$ cat config.mk
export PLATFORM = sky130hd
export DESIGN_NAME = xmodem_crc_single_block_receiver_top_flat
export DESIGN_NICKNAME = d
export VERILOG_FILES = /design/src/rtl/core/xcrc_pkg.sv /design/src/rtl/core/xcrc_in_if.sv /design/src/rtl/core/xcrc_out_if.sv /design/src/rtl/core/xcrc_cfg.sv /design/src/rtl/core/xcrc_dp.sv /design/src/rtl/core/xcrc_ctrl.sv /design/src/rtl/core/xmodem_crc_single_block_receiver_top.sv /design/src/flat_wrapper.sv
export SDC_FILE = /design/constraint.sdc
export NUM_CORES = 1
export LEC_CHECK = 0
export ABC_AREA = 1
export BUFFER_PORTS_ARGS = -buffer_cell sky130_fd_sc_hd__buf_2
export CORE_MARGIN = 3
export CORE_UTILIZATION = 25
export DETAILED_ROUTE_END_ITERATION = 7
export GPL_TIMING_DRIVEN = 0
export HOLD_SLACK_MARGIN = 0.02
export SYNTH_ARGS = -nofsm -noshare
export SYNTH_HDL_FRONTEND = slang
export SYNTH_SLANG_ARGS = --single-unit
$ cat constraint.sdc
create_clock -name i_clk -period 6.2 [get_ports i_clk]
set_input_delay 0.93 -clock i_clk [delete_from_list [all_inputs] [get_ports i_clk]]
set_output_delay 0.93 -clock i_clk [all_outputs]
set_load 0.01 [all_outputs]
$ cat src/rtl/core/xcrc_pkg.sv
`timescale 1ns / 1ps
// ----------------------------------------------------------------------------
// xcrc_pkg
// Shared types, control characters and helpers for the XMODEM-CRC receiver.
// ----------------------------------------------------------------------------
package xcrc_pkg;

    localparam int KEY_BYTES_DEF = 32;
    localparam int SHORT_BLOCK   = 128;
    localparam int LONG_BLOCK    = 1024;

    localparam int IDX_W = 11;
    localparam int TMR_W = 16;

    // item kinds on the input channel
    localparam logic [1:0] FUNC_START = 2'd0;
    localparam logic [1:0] FUNC_BYTE  = 2'd1;
    localparam logic [1:0] FUNC_TICK  = 2'd2;

    // control characters
    localparam logic [7:0] CH_SOH = 8'h01;
    localparam logic [7:0] CH_STX = 8'h02;
    localparam logic [7:0] CH_EOT = 8'h04;
    localparam logic [7:0] CH_ACK = 8'h06;
    localparam logic [7:0] CH_NAK = 8'h15;
    localparam logic [7:0] CH_CAN = 8'h18;
    localparam logic [7:0] CH_C   = 8'h43;
    localparam logic [7:0] CH_SUB = 8'h1A;

    localparam logic [15:0] CRC_POLY = 16'h1021;

    // configuration registers
    localparam int          CFG_ADDR_W       = 4;
    localparam logic [1:0]  REG_START_TMO    = 2'd0;
    localparam logic [1:0]  REG_C_INTERVAL   = 2'd1;
    localparam logic [1:0]  REG_BYTE_TMO     = 2'd2;
    localparam logic [15:0] START_TMO_RST    = 16'd60000;
    localparam logic [15:0] C_INTERVAL_RST   = 16'd1000;
    localparam logic [15:0] BYTE_TMO_RST     = 16'd10000;

    typedef enum logic [2:0] {
        STAT_BUSY       = 3'd0,
        STAT_PASS       = 3'd1,
        STAT_START_TMO  = 3'd2,
        STAT_BAD_HDR    = 3'd3,
        STAT_INCOMPLETE = 3'd4,
        STAT_BLK_ERR    = 3'd5,
        STAT_SIZE_ERR   = 3'd6,
        STAT_NO_EOT     = 3'd7
    } t_status;

    typedef struct packed {
        logic       has_tx;
        logic [7:0] tx_byte;
        logic       has_key;
        logic [7:0] key_byte;
        t_status    status;
        logic       last;
    } t_result;

    // controller -> datapath
    typedef struct packed {
        logic start;
        logic tick;
        logic req_tick;
        logic byte_in;
        logic hdr;
        logic seq;
        logic seqc;
        logic data;
        logic crch;
        logic key_clr;
        logic key_adv;
    } t_dp_cmd;

    // datapath -> controller
    typedef struct packed {
        logic       is_soh;
        logic       is_stx;
        logic       is_eot;
        logic       blk_done;
        logic       check_ok;
        logic       pad_ok;
        logic       start_to;
        logic       c_due;
        logic       byte_to;
        logic       key_last;
        logic [7:0] key_data;
    } t_dp_stat;

    function automatic logic [15:0] crc_byte(input logic [15:0] crc, input logic [7:0] b);
        logic [15:0] c;
        c = crc ^ {b, 8'h00};
        for (int i = 0; i < 8; i++) begin
            c = c[15] ? ({c[14:0], 1'b0} ^ CRC_POLY) : {c[14:0], 1'b0};
        end
        return c;
    endfunction

endpackage

$ cat src/rtl/core/xcrc_in_if.sv
`timescale 1ns / 1ps
// ----------------------------------------------------------------------------
// xcrc_in_if
// Input channel: start commands, received bytes and millisecond ticks.
// ----------------------------------------------------------------------------
interface xcrc_in_if;
    logic       valid;
    logic       ready;
    logic [1:0] func;
    logic [7:0] rx_byte;

    modport source (output valid, output func, output rx_byte, input ready);
    modport sink   (input valid, input func, input rx_byte, output ready);
endinterface

$ cat src/rtl/core/xcrc_out_if.sv
`timescale 1ns / 1ps
// ----------------------------------------------------------------------------
// xcrc_out_if
// Result channel: bytes to transmit, key bytes and status.
// ----------------------------------------------------------------------------
interface xcrc_out_if;
    logic       valid;
    logic       ready;
    logic       has_tx;
    logic [7:0] tx_byte;
    logic       has_key;
    logic [7:0] key_byte;
    logic [2:0] status;
    logic       last;

    modport source (output valid, output has_tx, output tx_byte, output has_key,
                    output key_byte, output status, output last, input ready);
    modport sink   (input valid, input has_tx, input tx_byte, input has_key,
                    input key_byte, input status, input last, output ready);
endinterface

$ cat src/rtl/core/xcrc_cfg.sv
`timescale 1ns / 1ps
// ----------------------------------------------------------------------------
// xcrc_cfg
// APB register bank holding the three millisecond timer settings.
// ----------------------------------------------------------------------------
module xcrc_cfg (
    input  logic                             i_clk,
    input  logic                             i_rst_n,
    input  logic                             psel,
    input  logic                             penable,
    input  logic                             pwrite,
    input  logic [xcrc_pkg::CFG_ADDR_W-1:0]  paddr,
    input  logic [31:0]                      pwdata,
    output logic [31:0]                      prdata,
    output logic                             pready,
    output logic [xcrc_pkg::TMR_W-1:0]       o_start_tmo,
    output logic [xcrc_pkg::TMR_W-1:0]       o_c_interval,
    output logic [xcrc_pkg::TMR_W-1:0]       o_byte_tmo
);

    logic [xcrc_pkg::TMR_W-1:0] r_start_tmo;
    logic [xcrc_pkg::TMR_W-1:0] r_c_interval;
    logic [xcrc_pkg::TMR_W-1:0] r_byte_tmo;
    logic                       wr_en;

    assign pready = 1'b1;
    assign wr_en  = psel && penable && pwrite;

    always_ff @(posedge i_clk) begin
        if (!i_rst_n) begin
            r_start_tmo  <= xcrc_pkg::START_TMO_RST;
            r_c_interval <= xcrc_pkg::C_INTERVAL_RST;
            r_byte_tmo   <= xcrc_pkg::BYTE_TMO_RST;
        end else if (wr_en) begin
            case (paddr[3:2])
                xcrc_pkg::REG_START_TMO:  r_start_tmo  <= pwdata[15:0];
                xcrc_pkg::REG_C_INTERVAL: r_c_interval <= pwdata[15:0];
                xcrc_pkg::REG_BYTE_TMO:   r_byte_tmo   <= pwdata[15:0];
                default: ;
            endcase
        end
    end

    always_comb begin
        case (paddr[3:2])
            xcrc_pkg::REG_START_TMO:  prdata = {16'h0000, r_start_tmo};
            xcrc_pkg::REG_C_INTERVAL: prdata = {16'h0000, r_c_interval};
            xcrc_pkg::REG_BYTE_TMO:   prdata = {16'h0000, r_byte_tmo};
            default:                  prdata = 32'h0000_0000;
        endcase
    end

    assign o_start_tmo  = r_start_tmo;
    assign o_c_interval = r_c_interval;
    assign o_byte_tmo   = r_byte_tmo;

endmodule

$ cat src/rtl/core/xcrc_dp.sv
`timescale 1ns / 1ps
// ----------------------------------------------------------------------------
// xcrc_dp
// Datapath: CRC, header fields, byte counter, timers and the key store.
// ----------------------------------------------------------------------------
module xcrc_dp #(
    parameter int KEY_BYTES = xcrc_pkg::KEY_BYTES_DEF
) (
    input  logic                        i_clk,
    input  logic                        i_rst_n,
    input  xcrc_pkg::t_dp_cmd           i_cmd,
    input  logic [7:0]                  i_rx_byte,
    input  logic [xcrc_pkg::TMR_W-1:0]  i_start_tmo,
    input  logic [xcrc_pkg::TMR_W-1:0]  i_c_interval,
    input  logic [xcrc_pkg::TMR_W-1:0]  i_byte_tmo,
    output xcrc_pkg::t_dp_stat          o_stat
);

    localparam int KW = (KEY_BYTES > 1) ? $clog2(KEY_BYTES) : 1;
    localparam int IW = xcrc_pkg::IDX_W;
    localparam int TW = xcrc_pkg::TMR_W;

    logic [15:0]   r_crc;
    logic [7:0]    r_chk_hi;
    logic [IW-1:0] r_idx;
    logic          r_long;
    logic [7:0]    r_seq;
    logic [7:0]    r_seqc;
    logic          r_pad_bad;
    logic [TW-1:0] r_wait;
    logic [TW-1:0] r_req;
    logic [KW-1:0] r_kcnt;
    logic [7:0]    r_key_rd;
    logic [7:0]    key_mem [KEY_BYTES];

    logic [TW-1:0] wait_nx;
    logic [TW-1:0] req_nx;
    logic [IW-1:0] idx_nx;
    logic [IW-1:0] blk_len;
    logic          in_key_area;
    logic          pad_byte_ok;
    logic [7:0]    seq_sum;

    assign wait_nx     = (r_wait == {TW{1'b1}}) ? r_wait : r_wait + 1'b1;
    assign req_nx      = (r_req == {TW{1'b1}}) ? r_req : r_req + 1'b1;
    assign idx_nx      = r_idx + 1'b1;
    assign blk_len     = r_long ? IW'(xcrc_pkg::LONG_BLOCK) : IW'(xcrc_pkg::SHORT_BLOCK);
    assign in_key_area = r_idx < IW'(KEY_BYTES);
    assign pad_byte_ok = (i_rx_byte == 8'h00) || (i_rx_byte == xcrc_pkg::CH_SUB);
    assign seq_sum     = r_seq + r_seqc;

    always_comb begin
        o_stat.is_soh   = i_rx_byte == xcrc_pkg::CH_SOH;
        o_stat.is_stx   = i_rx_byte == xcrc_pkg::CH_STX;
        o_stat.is_eot   = i_rx_byte == xcrc_pkg::CH_EOT;
        o_stat.blk_done = idx_nx >= blk_len;
        o_stat.check_ok = (r_seq == 8'h01) && (seq_sum == 8'hFF)
                          && ({r_chk_hi, i_rx_byte} == r_crc);
        o_stat.pad_ok   = !r_pad_bad;
        o_stat.start_to = wait_nx >= i_start_tmo;
        o_stat.c_due    = req_nx >= i_c_interval;
        o_stat.byte_to  = wait_nx >= i_byte_tmo;
        o_stat.key_last = r_kcnt == KW'(KEY_BYTES - 1);
        o_stat.key_data = r_key_rd;
    end

    always_ff @(posedge i_clk) begin
        if (!i_rst_n) begin
            r_crc     <= '0;
            r_chk_hi  <= '0;
            r_idx     <= '0;
            r_long    <= 1'b0;
            r_seq     <= '0;
            r_seqc    <= '0;
            r_pad_bad <= 1'b0;
            r_wait    <= '0;
            r_req     <= '0;
            r_kcnt    <= '0;
        end else begin
            if (i_cmd.start) begin
                r_crc     <= '0;
                r_chk_hi  <= '0;
                r_idx     <= '0;
                r_long    <= 1'b0;
                r_seq     <= '0;
                r_seqc    <= '0;
                r_pad_bad <= 1'b0;
                r_wait    <= '0;
                r_req     <= '0;
            end
            if (i_cmd.tick) begin
                r_wait <= wait_nx;
            end
            if (i_cmd.req_tick) begin
                r_req <= o_stat.c_due ? '0 : req_nx;
            end
            if (i_cmd.byte_in) begin
                r_wait <= '0;
            end
            if (i_cmd.hdr) begin
                r_long    <= o_stat.is_stx;
                r_crc     <= '0;
                r_idx     <= '0;
                r_pad_bad <= 1'b0;
            end
            if (i_cmd.seq) begin
                r_seq <= i_rx_byte;
            end
            if (i_cmd.seqc) begin
                r_seqc <= i_rx_byte;
            end
            if (i_cmd.data) begin
                r_crc <= xcrc_pkg::crc_byte(r_crc, i_rx_byte);
                r_idx <= idx_nx;
                if (!in_key_area && !pad_byte_ok) begin
                    r_pad_bad <= 1'b1;
                end
            end
            if (i_cmd.crch) begin
                r_chk_hi <= i_rx_byte;
            end
            if (i_cmd.key_clr) begin
                r_kcnt <= '0;
            end else if (i_cmd.key_adv) begin
                r_kcnt <= r_kcnt + 1'b1;
            end
        end
    end

    // key store: written during the payload, read back after EOT
    always_ff @(posedge i_clk) begin
        if (i_cmd.data && in_key_area) begin
            key_mem[r_idx[KW-1:0]] <= i_rx_byte;
        end
        r_key_rd <= key_mem[r_kcnt];
    end

endmodule

$ cat src/rtl/core/xcrc_ctrl.sv
`timescale 1ns / 1ps
// ----------------------------------------------------------------------------
// xcrc_ctrl
// Controller: protocol phase, per-item decision and result sequencing.
// ----------------------------------------------------------------------------
module xcrc_ctrl (
    input  logic                i_clk,
    input  logic                i_rst_n,
    input  logic                i_in_valid,
    input  logic [1:0]          i_func,
    output logic                o_in_ready,
    output logic                o_out_valid,
    input  logic                i_out_ready,
    output xcrc_pkg::t_result   o_res,
    output xcrc_pkg::t_dp_cmd   o_cmd,
    input  xcrc_pkg::t_dp_stat  i_stat
);

    typedef enum logic [2:0] {
        P_IDLE, P_HEADER, P_SEQ, P_SEQC, P_DATA, P_CRCH, P_CRCL, P_EOT
    } t_phase;

    typedef enum logic [2:0] {
        ST_READY, ST_CAN1, ST_CAN2, ST_KFETCH, ST_KLOAD
    } t_state;

    typedef enum logic [2:0] {
        RES_NONE, RES_C, RES_ACK, RES_PASS, RES_FAIL, RES_FAIL_NAK
    } t_res_kind;

    t_state             r_state, n_state;
    t_phase             r_phase, n_phase;
    logic               r_out_valid, n_out_valid;
    xcrc_pkg::t_result  r_res, n_res;
    xcrc_pkg::t_status  r_status, n_status;

    t_res_kind          res_kind;
    xcrc_pkg::t_status  res_status;
    t_phase             dec_phase;
    logic               out_free;
    logic               in_fire;

    function automatic xcrc_pkg::t_result mk_tx(input logic [7:0] b,
                                                input xcrc_pkg::t_status s,
                                                input logic last);
        xcrc_pkg::t_result r;
        r.has_tx   = 1'b1;
        r.tx_byte  = b;
        r.has_key  = 1'b0;
        r.key_byte = 8'h00;
        r.status   = s;
        r.last     = last;
        return r;
    endfunction

    assign out_free   = !r_out_valid || i_out_ready;
    assign o_in_ready = (r_state == ST_READY) && out_free;
    assign in_fire    = i_in_valid && o_in_ready;

    // decide what an accepted item does
    always_comb begin
        res_kind   = RES_NONE;
        res_status = xcrc_pkg::STAT_BUSY;
        dec_phase  = r_phase;
        o_cmd      = '0;
        if (in_fire) begin
            case (i_func)
                xcrc_pkg::FUNC_START: begin
                    o_cmd.start = 1'b1;
                    dec_phase   = P_HEADER;
                    res_kind    = RES_C;
                end
                xcrc_pkg::FUNC_TICK: begin
                    if (r_phase != P_IDLE) begin
                        o_cmd.tick = 1'b1;
                        if (r_phase == P_HEADER) begin
                            o_cmd.req_tick = 1'b1;
                            if (i_stat.start_to) begin
                                res_kind   = RES_FAIL;
                                res_status = xcrc_pkg::STAT_START_TMO;
                                dec_phase  = P_IDLE;
                            end else if (i_stat.c_due) begin
                                res_kind = RES_C;
                            end
                        end else if (i_stat.byte_to) begin
                            res_kind   = RES_FAIL;
                            res_status = (r_phase == P_EOT) ? xcrc_pkg::STAT_NO_EOT
                                                            : xcrc_pkg::STAT_INCOMPLETE;
                            dec_phase  = P_IDLE;
                        end
                    end
                end
                xcrc_pkg::FUNC_BYTE: begin
                    if (r_phase != P_IDLE) begin
                        o_cmd.byte_in = 1'b1;
                    end
                    case (r_phase)
                        P_IDLE: ;
                        P_HEADER: begin
                            if (i_stat.is_soh || i_stat.is_stx) begin
                                o_cmd.hdr = 1'b1;
                                dec_phase = P_SEQ;
                            end else begin
                                res_kind   = RES_FAIL;
                                res_status = xcrc_pkg::STAT_BAD_HDR;
                                dec_phase  = P_IDLE;
                            end
                        end
                        P_SEQ: begin
                            o_cmd.seq = 1'b1;
                            dec_phase = P_SEQC;
                        end
                        P_SEQC: begin
                            o_cmd.seqc = 1'b1;
                            dec_phase  = P_DATA;
                        end
                        P_DATA: begin
                            o_cmd.data = 1'b1;
                            if (i_stat.blk_done) begin
                                dec_phase = P_CRCH;
                            end
                        end
                        P_CRCH: begin
                            o_cmd.crch = 1'b1;
                            dec_phase  = P_CRCL;
                        end
                        P_CRCL: begin
                            if (!i_stat.check_ok) begin
                                res_kind   = RES_FAIL_NAK;
                                res_status = xcrc_pkg::STAT_BLK_ERR;
                                dec_phase  = P_IDLE;
                            end else if (!i_stat.pad_ok) begin
                                res_kind   = RES_FAIL_NAK;
                                res_status = xcrc_pkg::STAT_SIZE_ERR;
                                dec_phase  = P_IDLE;
                            end else begin
                                res_kind  = RES_ACK;
                                dec_phase = P_EOT;
                            end
                        end
                        P_EOT: begin
                            dec_phase = P_IDLE;
                            if (i_stat.is_eot) begin
                                o_cmd.key_clr = 1'b1;
                                res_kind      = RES_PASS;
                                res_status    = xcrc_pkg::STAT_PASS;
                            end else begin
                                res_kind   = RES_FAIL;
                                res_status = xcrc_pkg::STAT_NO_EOT;
                            end
                        end
                        default: dec_phase = P_IDLE;
                    endcase
                end
                default: ;
            endcase
        end
        if (r_state == ST_KLOAD && out_free && !i_stat.key_last) begin
            o_cmd.key_adv = 1'b1;
        end
    end

    // result sequencing
    always_comb begin
        n_state     = r_state;
        n_phase     = dec_phase;
        n_status    = r_status;
        n_res       = r_res;
        n_out_valid = r_out_valid && !i_out_ready;
        case (r_state)
            ST_READY: begin
                if (in_fire) begin
                    n_status = res_status;
                    case (res_kind)
                        RES_NONE: ;
                        RES_C: begin
                            n_out_valid = 1'b1;
                            n_res       = mk_tx(xcrc_pkg::CH_C, res_status, 1'b1);
                        end
                        RES_ACK: begin
                            n_out_valid = 1'b1;
                            n_res       = mk_tx(xcrc_pkg::CH_ACK, res_status, 1'b1);
                        end
                        RES_PASS: begin
                            n_out_valid = 1'b1;
                            n_res       = mk_tx(xcrc_pkg::CH_ACK, res_status, 1'b0);
                            n_state     = ST_KFETCH;
                        end
                        RES_FAIL: begin
                            n_out_valid = 1'b1;
                            n_res       = mk_tx(xcrc_pkg::CH_CAN, res_status, 1'b0);
                            n_state     = ST_CAN2;
                        end
                        RES_FAIL_NAK: begin
                            n_out_valid = 1'b1;
                            n_res       = mk_tx(xcrc_pkg::CH_NAK, res_status, 1'b0);
                            n_state     = ST_CAN1;
                        end
                        default: ;
                    endcase
                end
            end
            ST_CAN1: begin
                if (out_free) begin
                    n_out_valid = 1'b1;
                    n_res       = mk_tx(xcrc_pkg::CH_CAN, r_status, 1'b0);
                    n_state     = ST_CAN2;
                end
            end
            ST_CAN2: begin
                if (out_free) begin
                    n_out_valid = 1'b1;
                    n_res       = mk_tx(xcrc_pkg::CH_CAN, r_status, 1'b1);
                    n_state     = ST_READY;
                end
            end
            ST_KFETCH: begin
                // wait for the registered read of the key store
                n_state = ST_KLOAD;
            end
            ST_KLOAD: begin
                if (out_free) begin
                    n_out_valid    = 1'b1;
                    n_res.has_tx   = 1'b0;
                    n_res.tx_byte  = 8'h00;
                    n_res.has_key  = 1'b1;
                    n_res.key_byte = i_stat.key_data;
                    n_res.status   = r_status;
                    n_res.last     = i_stat.key_last;
                    n_state        = i_stat.key_last ? ST_READY : ST_KFETCH;
                end
            end
            default: n_state = ST_READY;
        endcase
    end

    always_ff @(posedge i_clk) begin
        if (!i_rst_n) begin
            r_state     <= ST_READY;
            r_phase     <= P_IDLE;
            r_out_valid <= 1'b0;
            r_status    <= xcrc_pkg::STAT_BUSY;
        end else begin
            r_state     <= n_state;
            r_phase     <= n_phase;
            r_out_valid <= n_out_valid;
            r_status    <= n_status;
        end
        r_res <= n_res;
    end

    assign o_out_valid = r_out_valid;
    assign o_res       = r_res;

    a_ready_only_when_free: assert property (@(posedge i_clk) disable iff (!i_rst_n)
        (r_state != ST_READY) |-> !o_in_ready)
        else $error("input ready while a result sequence is in progress");

    a_key_is_pass: assert property (@(posedge i_clk) disable iff (!i_rst_n)
        (r_out_valid && r_res.has_key) |->
            (r_res.status == xcrc_pkg::STAT_PASS) && !r_res.has_tx)
        else $error("key item without pass status");

    a_fail_goes_idle: assert property (@(posedge i_clk) disable iff (!i_rst_n)
        (r_out_valid && (r_res.status != xcrc_pkg::STAT_BUSY)
            && (r_res.status != xcrc_pkg::STAT_PASS)) |-> (r_phase == P_IDLE))
        else $error("failure reported but reception still active");

    a_last_ends_sequence: assert property (@(posedge i_clk) disable iff (!i_rst_n)
        (r_out_valid && r_res.last) |-> (r_state == ST_READY))
        else $error("final item shown while sequence continues");

endmodule

$ cat src/rtl/core/xmodem_crc_single_block_receiver_top.sv
`timescale 1ns / 1ps
// An accepted item's first result is registered and shown on the output in the next cycle.
// One item per cycle is taken while no result sequence runs and the output is free; C and
// ACK answers are single items; CAN sequences and the key readout hold the input, and the
// readout uses a fetch and a load state per key byte, for the key store's registered read.
// Reset: synchronous, active low; clears phase, timers, counters and the output valid flag.
// The key store has no reset and needs no clearing pass.
// ----------------------------------------------------------------------------
// xmodem_crc_single_block_receiver_top
// Receives one XMODEM-CRC block, answers the sender and delivers the key bytes.
// ----------------------------------------------------------------------------
module xmodem_crc_single_block_receiver_top #(
    parameter int KEY_BYTES = xcrc_pkg::KEY_BYTES_DEF
) (
    input  logic                             i_clk,
    input  logic                             i_rst_n,
    xcrc_in_if.sink                          i_item,
    xcrc_out_if.source                       o_result,
    input  logic                             psel,
    input  logic                             penable,
    input  logic                             pwrite,
    input  logic [xcrc_pkg::CFG_ADDR_W-1:0]  paddr,
    input  logic [31:0]                      pwdata,
    output logic [31:0]                      prdata,
    output logic                             pready
);

    logic [xcrc_pkg::TMR_W-1:0] start_tmo;
    logic [xcrc_pkg::TMR_W-1:0] c_interval;
    logic [xcrc_pkg::TMR_W-1:0] byte_tmo;
    xcrc_pkg::t_dp_cmd          dp_cmd;
    xcrc_pkg::t_dp_stat         dp_stat;
    xcrc_pkg::t_result          res;

    xcrc_cfg u_cfg (
        .i_clk        (i_clk),
        .i_rst_n      (i_rst_n),
        .psel         (psel),
        .penable      (penable),
        .pwrite       (pwrite),
        .paddr        (paddr),
        .pwdata       (pwdata),
        .prdata       (prdata),
        .pready       (pready),
        .o_start_tmo  (start_tmo),
        .o_c_interval (c_interval),
        .o_byte_tmo   (byte_tmo)
    );

    xcrc_ctrl u_ctrl (
        .i_clk       (i_clk),
        .i_rst_n     (i_rst_n),
        .i_in_valid  (i_item.valid),
        .i_func      (i_item.func),
        .o_in_ready  (i_item.ready),
        .o_out_valid (o_result.valid),
        .i_out_ready (o_result.ready),
        .o_res       (res),
        .o_cmd       (dp_cmd),
        .i_stat      (dp_stat)
    );

    xcrc_dp #(
        .KEY_BYTES (KEY_BYTES)
    ) u_dp (
        .i_clk        (i_clk),
        .i_rst_n      (i_rst_n),
        .i_cmd        (dp_cmd),
        .i_rx_byte    (i_item.rx_byte),
        .i_start_tmo  (start_tmo),
        .i_c_interval (c_interval),
        .i_byte_tmo   (byte_tmo),
        .o_stat       (dp_stat)
    );

    assign o_result.has_tx   = res.has_tx;
    assign o_result.tx_byte  = res.tx_byte;
    assign o_result.has_key  = res.has_key;
    assign o_result.key_byte = res.key_byte;
    assign o_result.status   = res.status;
    assign o_result.last     = res.last;

endmodule
$ cat src/flat_wrapper.sv
// flat-port wrapper written by rule: the top's interface ports become plain ports
module xmodem_crc_single_block_receiver_top_flat 
#(
    parameter int KEY_BYTES = xcrc_pkg::KEY_BYTES_DEF
)
  (i_clk, i_rst_n, psel, penable, pwrite, paddr, pwdata, prdata, pready, i_item_valid, i_item_func, i_item_rx_byte, i_item_ready, o_result_valid, o_result_has_tx, o_result_tx_byte, o_result_has_key, o_result_key_byte, o_result_status, o_result_last, o_result_ready);
  xcrc_in_if i_item_i ();
  xcrc_out_if o_result_i ();
  input  logic i_clk;
  input  logic i_rst_n;
  input  logic psel;
  input  logic penable;
  input  logic pwrite;
  input  logic [xcrc_pkg::CFG_ADDR_W-1:0] paddr;
  input  logic [31:0] pwdata;
  output logic [31:0] prdata;
  output logic pready;
  input wire logic [$bits(i_item_i.valid)-1:0] i_item_valid;
  input wire logic [$bits(i_item_i.func)-1:0] i_item_func;
  input wire logic [$bits(i_item_i.rx_byte)-1:0] i_item_rx_byte;
  output wire logic [$bits(i_item_i.ready)-1:0] i_item_ready;
  output wire logic [$bits(o_result_i.valid)-1:0] o_result_valid;
  output wire logic [$bits(o_result_i.has_tx)-1:0] o_result_has_tx;
  output wire logic [$bits(o_result_i.tx_byte)-1:0] o_result_tx_byte;
  output wire logic [$bits(o_result_i.has_key)-1:0] o_result_has_key;
  output wire logic [$bits(o_result_i.key_byte)-1:0] o_result_key_byte;
  output wire logic [$bits(o_result_i.status)-1:0] o_result_status;
  output wire logic [$bits(o_result_i.last)-1:0] o_result_last;
  input wire logic [$bits(o_result_i.ready)-1:0] o_result_ready;
  assign i_item_i.valid = i_item_valid;
  assign i_item_i.func = i_item_func;
  assign i_item_i.rx_byte = i_item_rx_byte;
  assign i_item_ready = i_item_i.ready;
  assign o_result_valid = o_result_i.valid;
  assign o_result_has_tx = o_result_i.has_tx;
  assign o_result_tx_byte = o_result_i.tx_byte;
  assign o_result_has_key = o_result_i.has_key;
  assign o_result_key_byte = o_result_i.key_byte;
  assign o_result_status = o_result_i.status;
  assign o_result_last = o_result_i.last;
  assign o_result_i.ready = o_result_ready;
  xmodem_crc_single_block_receiver_top #(.KEY_BYTES(KEY_BYTES)) u_core (.i_clk(i_clk), .i_rst_n(i_rst_n), .i_item(i_item_i), .o_result(o_result_i), .psel(psel), .penable(penable), .pwrite(pwrite), .paddr(paddr), .pwdata(pwdata), .prdata(prdata), .pready(pready));
endmodule
==> results.ini <==
[clock_network]
cts_buffer_depth = 3
postCtsResizedCells = 0
cts-root-buf = clkbuf_16
cts_hold_buf = 0
cts_tree = built
cts_buffers = 43
cts_sinks = 432
clk_latency_ns = 0.57
clk_pin_slew_ns = 0.06
post_cts_buffers = 0
ctsHtreeMaxLevel = 2

[placement]
dp_cells = 3347
numPortBuffers = 72
place.gp.congestion = 0.944
pre_cts_ws_ns = 1.38
place_hpwl_mm = 42.9
place_area_sq_um = 22300

[die]
die_area_sq_um = 85300
row_count = 104
fp.dieH_um = 292
io_pins = 110
die_w_um = 292
initial_core_util_pct = 25.3
fp.coreArea_sq_um = 80800

[run]
maxCapViolations = 0

[power]
ir_drop_v = 0.000200
power.leakage_uw = 0.00863
power_density_nw_per_um2 = 256

[drt]
antenna_left = 0
wl_mm = 61.2
drt_iter0_drc = 1623
drt-pass1-iter-count = 5
vias = 16203
drc_errors = 0
routedWlPerCell_um = 17.9
viasPerCell = 4.73

[final_layout]
fin_cells = 3426
area_growth_pct = 15.8
regArea_sq_um = 11400
design_area_sq_um = 23700
fin_nets = 2458
fill_cells = 8466
multiInputGateArea_sq_um = 7850
post_route_cells_drive_above_1_share_pct = 10.2

[setup_path]
crit_family = simple AND/OR/NAND/NOR gates
worstPathArrival_ns = 5.17
startpoint_type = flop
cp_slowest_stage_delay_ns = 0.59
crit_top_cell = nand2_1
worstRegToRegCells = 22
worst-path-max-fanout = 13
crit_path_cell_trace = ha_1 > nand2_1 > nor3_2 > nand4_1 > nor4_4 > inv_2 > nand2_1 > xor2_1 > ha_1 > nand2_1 > o21ai_0 > a21o_1 > nand2_1 > nand4_1 > nor2_1 > nand2_1 > nand3_4 > nand3b_1 > o21ai_1 > nor2_1 > nor2_2 > buf_16
endpoint_kind = flop
crit_path_top_delay_cell = nor2_2
critPathBufInv = 2
required_ns = 6.48
path_class = flop to flop
critical_path_depth = 22

[yosys]
synth-main-ff-cell = edfxtp_1
ys_seq_area_share_pct = 55.7
async_flop_share_pct = 0
synth_edf_count = 276
syn_inst = 2197
synth.area.top_cells = edfxtp_1, dfxtp_1, nand2_1, o21ai_0, nor2_1
synth.top_cell.area_share_pct = 40.5
synth_area_sq_um = 20500
ys_warn_count = 0
ys_types = 48
ys_ff_latch = 432
synth_top_area_cell = edfxtp_1
avgSynthCellArea_sq_um = 9.32

[global_routing]
first_global_vias = 15413
antenna_found_initial = 4
grt_remaining_overflow = 0
track_usage_pct = 13.9
grt_max_degree = 39
grt_pass1_wl_mm = 92.4

[min_path]
hp-class = flop to flop
hold-path-cell-count = 2

[sta]
hold_ws_ns = 0.466
timing.setup.tns_ns = 0
timing.final.max_slew_violations = 0
fin_crit_ns = 4.90
relSlewSlack_pct = 30.1
setup_viol = 0
finalWorstSetupSlack_ns = 1.30
rsz0062_at_grt = no
skew_ns = 0.0267
timing.fmax_mhz = 204
tightest_slew_ns = 1.04
fin_crit_sh_pct = 79.0
finalHoldViolCount = 0

[run_status]
outcome = finished clean

-- final timing paths --
kind / startpoint / end / slack [ns]
worst max-delay path: u_core.u_dp.r_wait[0]$_SDFFE_PP0P_ / u_core.u_ctrl.o_res[7]$_DFFE_PP_ / 1.30
worst min-delay path: u_core.u_dp.r_seqc[6]$_SDFFE_PN0P_ / u_core.u_dp.r_seqc[6]$_SDFFE_PN0P_ / 0.47
worst max register to register: u_core.u_dp.r_wait[0]$_SDFFE_PP0P_ / u_core.u_ctrl.o_res[7]$_DFFE_PP_ / 1.30
worst min register to register: u_core.u_dp.r_seqc[6]$_SDFFE_PN0P_ / u_core.u_dp.r_seqc[6]$_SDFFE_PN0P_ / 0.47
-- cell usage after synthesis (22+ instances only) --
| master | count |
|---|---|
| o21ai_0 | 220 |
| inv_1 | 178 |
| nand2_1 | 362 |
| edfxtp_1 | 276 |
| buf_4 | 22 |
| clkbuf_1 | 77 |
| a21oi_1 | 157 |
| ha_1 | 72 |
| o221ai_1 | 47 |
| o211ai_1 | 29 |
| o22ai_1 | 32 |
| nand3_1 | 76 |
| dfxtp_1 | 156 |
| nor2_1 | 278 |
| xor2_1 | 29 |
| nor3_1 | 23 |
-- where the power goes --
part           switching, uW  internal (uW)  total [uW]
combinational            191           72.8         263
sequential              10.7           3070        3080
clock                   1150           1580        2730
total                   1350           4720        6070
-- cell type report --
type	instances	area share (%)
multi-input combinational	1468	33.1
clock inverter	11	0.760
antenna	1	0.0106
sequential	432	48.1
timing repair buffer	73	1.64
buffer	111	2.17
inverter	203	3.22
tap	1060	5.60
clock buffer	67	5.34
-- state kept, by name (all words and copies together) (netlist names) --
signal                     flops
u_core.u_cfg.o_byte_tmo       16
u_core.u_dp.r_idx             11
u_core.u_cfg.o_c_interval     16
u_core.u_dp.key_mem          256
u_core.u_dp.r_chk_hi           8
u_core.u_ctrl.o_res           20
u_core.u_dp.r_kcnt             5
u_core.u_ctrl.r_phase          3
u_core.u_dp.r_long             1
u_core.u_dp.r_seqc             8
u_core.u_cfg.o_start_tmo      16
u_core.u_dp.r_req             16
u_core.u_ctrl.r_state          3
u_core.u_ctrl.o_out_valid      1
u_core.u_dp.r_seq              8
u_core.u_dp.r_key_rd           8
u_core.u_dp.r_wait            16
u_core.u_ctrl.r_status         3
u_core.u_dp.r_pad_bad          1
u_core.u_dp.r_crc             16
-- cell usage in the layout, fill, tap and decap left out, types with 32 or more instances in the layout --
master and instances:
o22ai_1 32, nand2_1 362, edfxtp_1 276, buf_2 84, nand3_1 76, o21ai_0 220, ha_1 72, clkbuf_16 43
nor2_1 277, a21oi_1 157, clkbuf_1 91, dfxtp_1 156, o221ai_1 47, inv_1 178
-- cell families (layout without fill, tap and decap cells) --
| logic type | Yosys count | count (layout) | synth area share, % |
|---|---|---|---|
| adder cells (fa/ha/maj) | 73 | 73 | 4.50 |
| XOR/XNOR | 47 | 47 | 2.01 |
| AO/OA/AOI/OAI | 516 | 516 | 14.4 |
| AND/OR/NAND/NOR | 813 | 813 | 17.1 |
| flip-flops | 432 | 432 | 55.7 |
| buffers and inverters | 314 | 465 | 6.23 |
| other | 2 | 20 | 0.0367 |
-- worst register-to-register path, stage by stage (launching register included) --
cell      delay [ns]
dfxtp_1         0.40
ha_1            0.20
nand2_1         0.08
nor3_2          0.21
nand4_1         0.28
nor4_4          0.34
inv_2           0.14
nand2_1         0.10
xor2_1          0.34
ha_1            0.30
nand2_1         0.08
o21ai_0         0.14
a21o_1          0.18
nand2_1         0.05
nand4_1         0.21
nor2_1          0.19
nand2_1         0.10
nand3_4         0.15
nand3b_1        0.13
o21ai_1         0.10
nor2_1          0.06
nor2_2          0.59
buf_16          0.23
-- metal layers --
layer	vias up	part of all wire [%]	track usage [%]
met1	7633	44	18.7
met4	4	2.8	4.23
met5	-	0.044	0
li1	7837	-	-
met3	125	8.1	2.74
met2	604	45	22.7
-- stage by stage --
step | util [%] | total power [uW]
floorplan | - | 3280
global placement | 27.5 | 3400
detailed placement | 27.5 | 3410
CTS | 29.3 | 6100
global route | 29.3 | 6250
finish | 29.3 | 6070
Note: power is estimated with default switching activity, not from simulation.
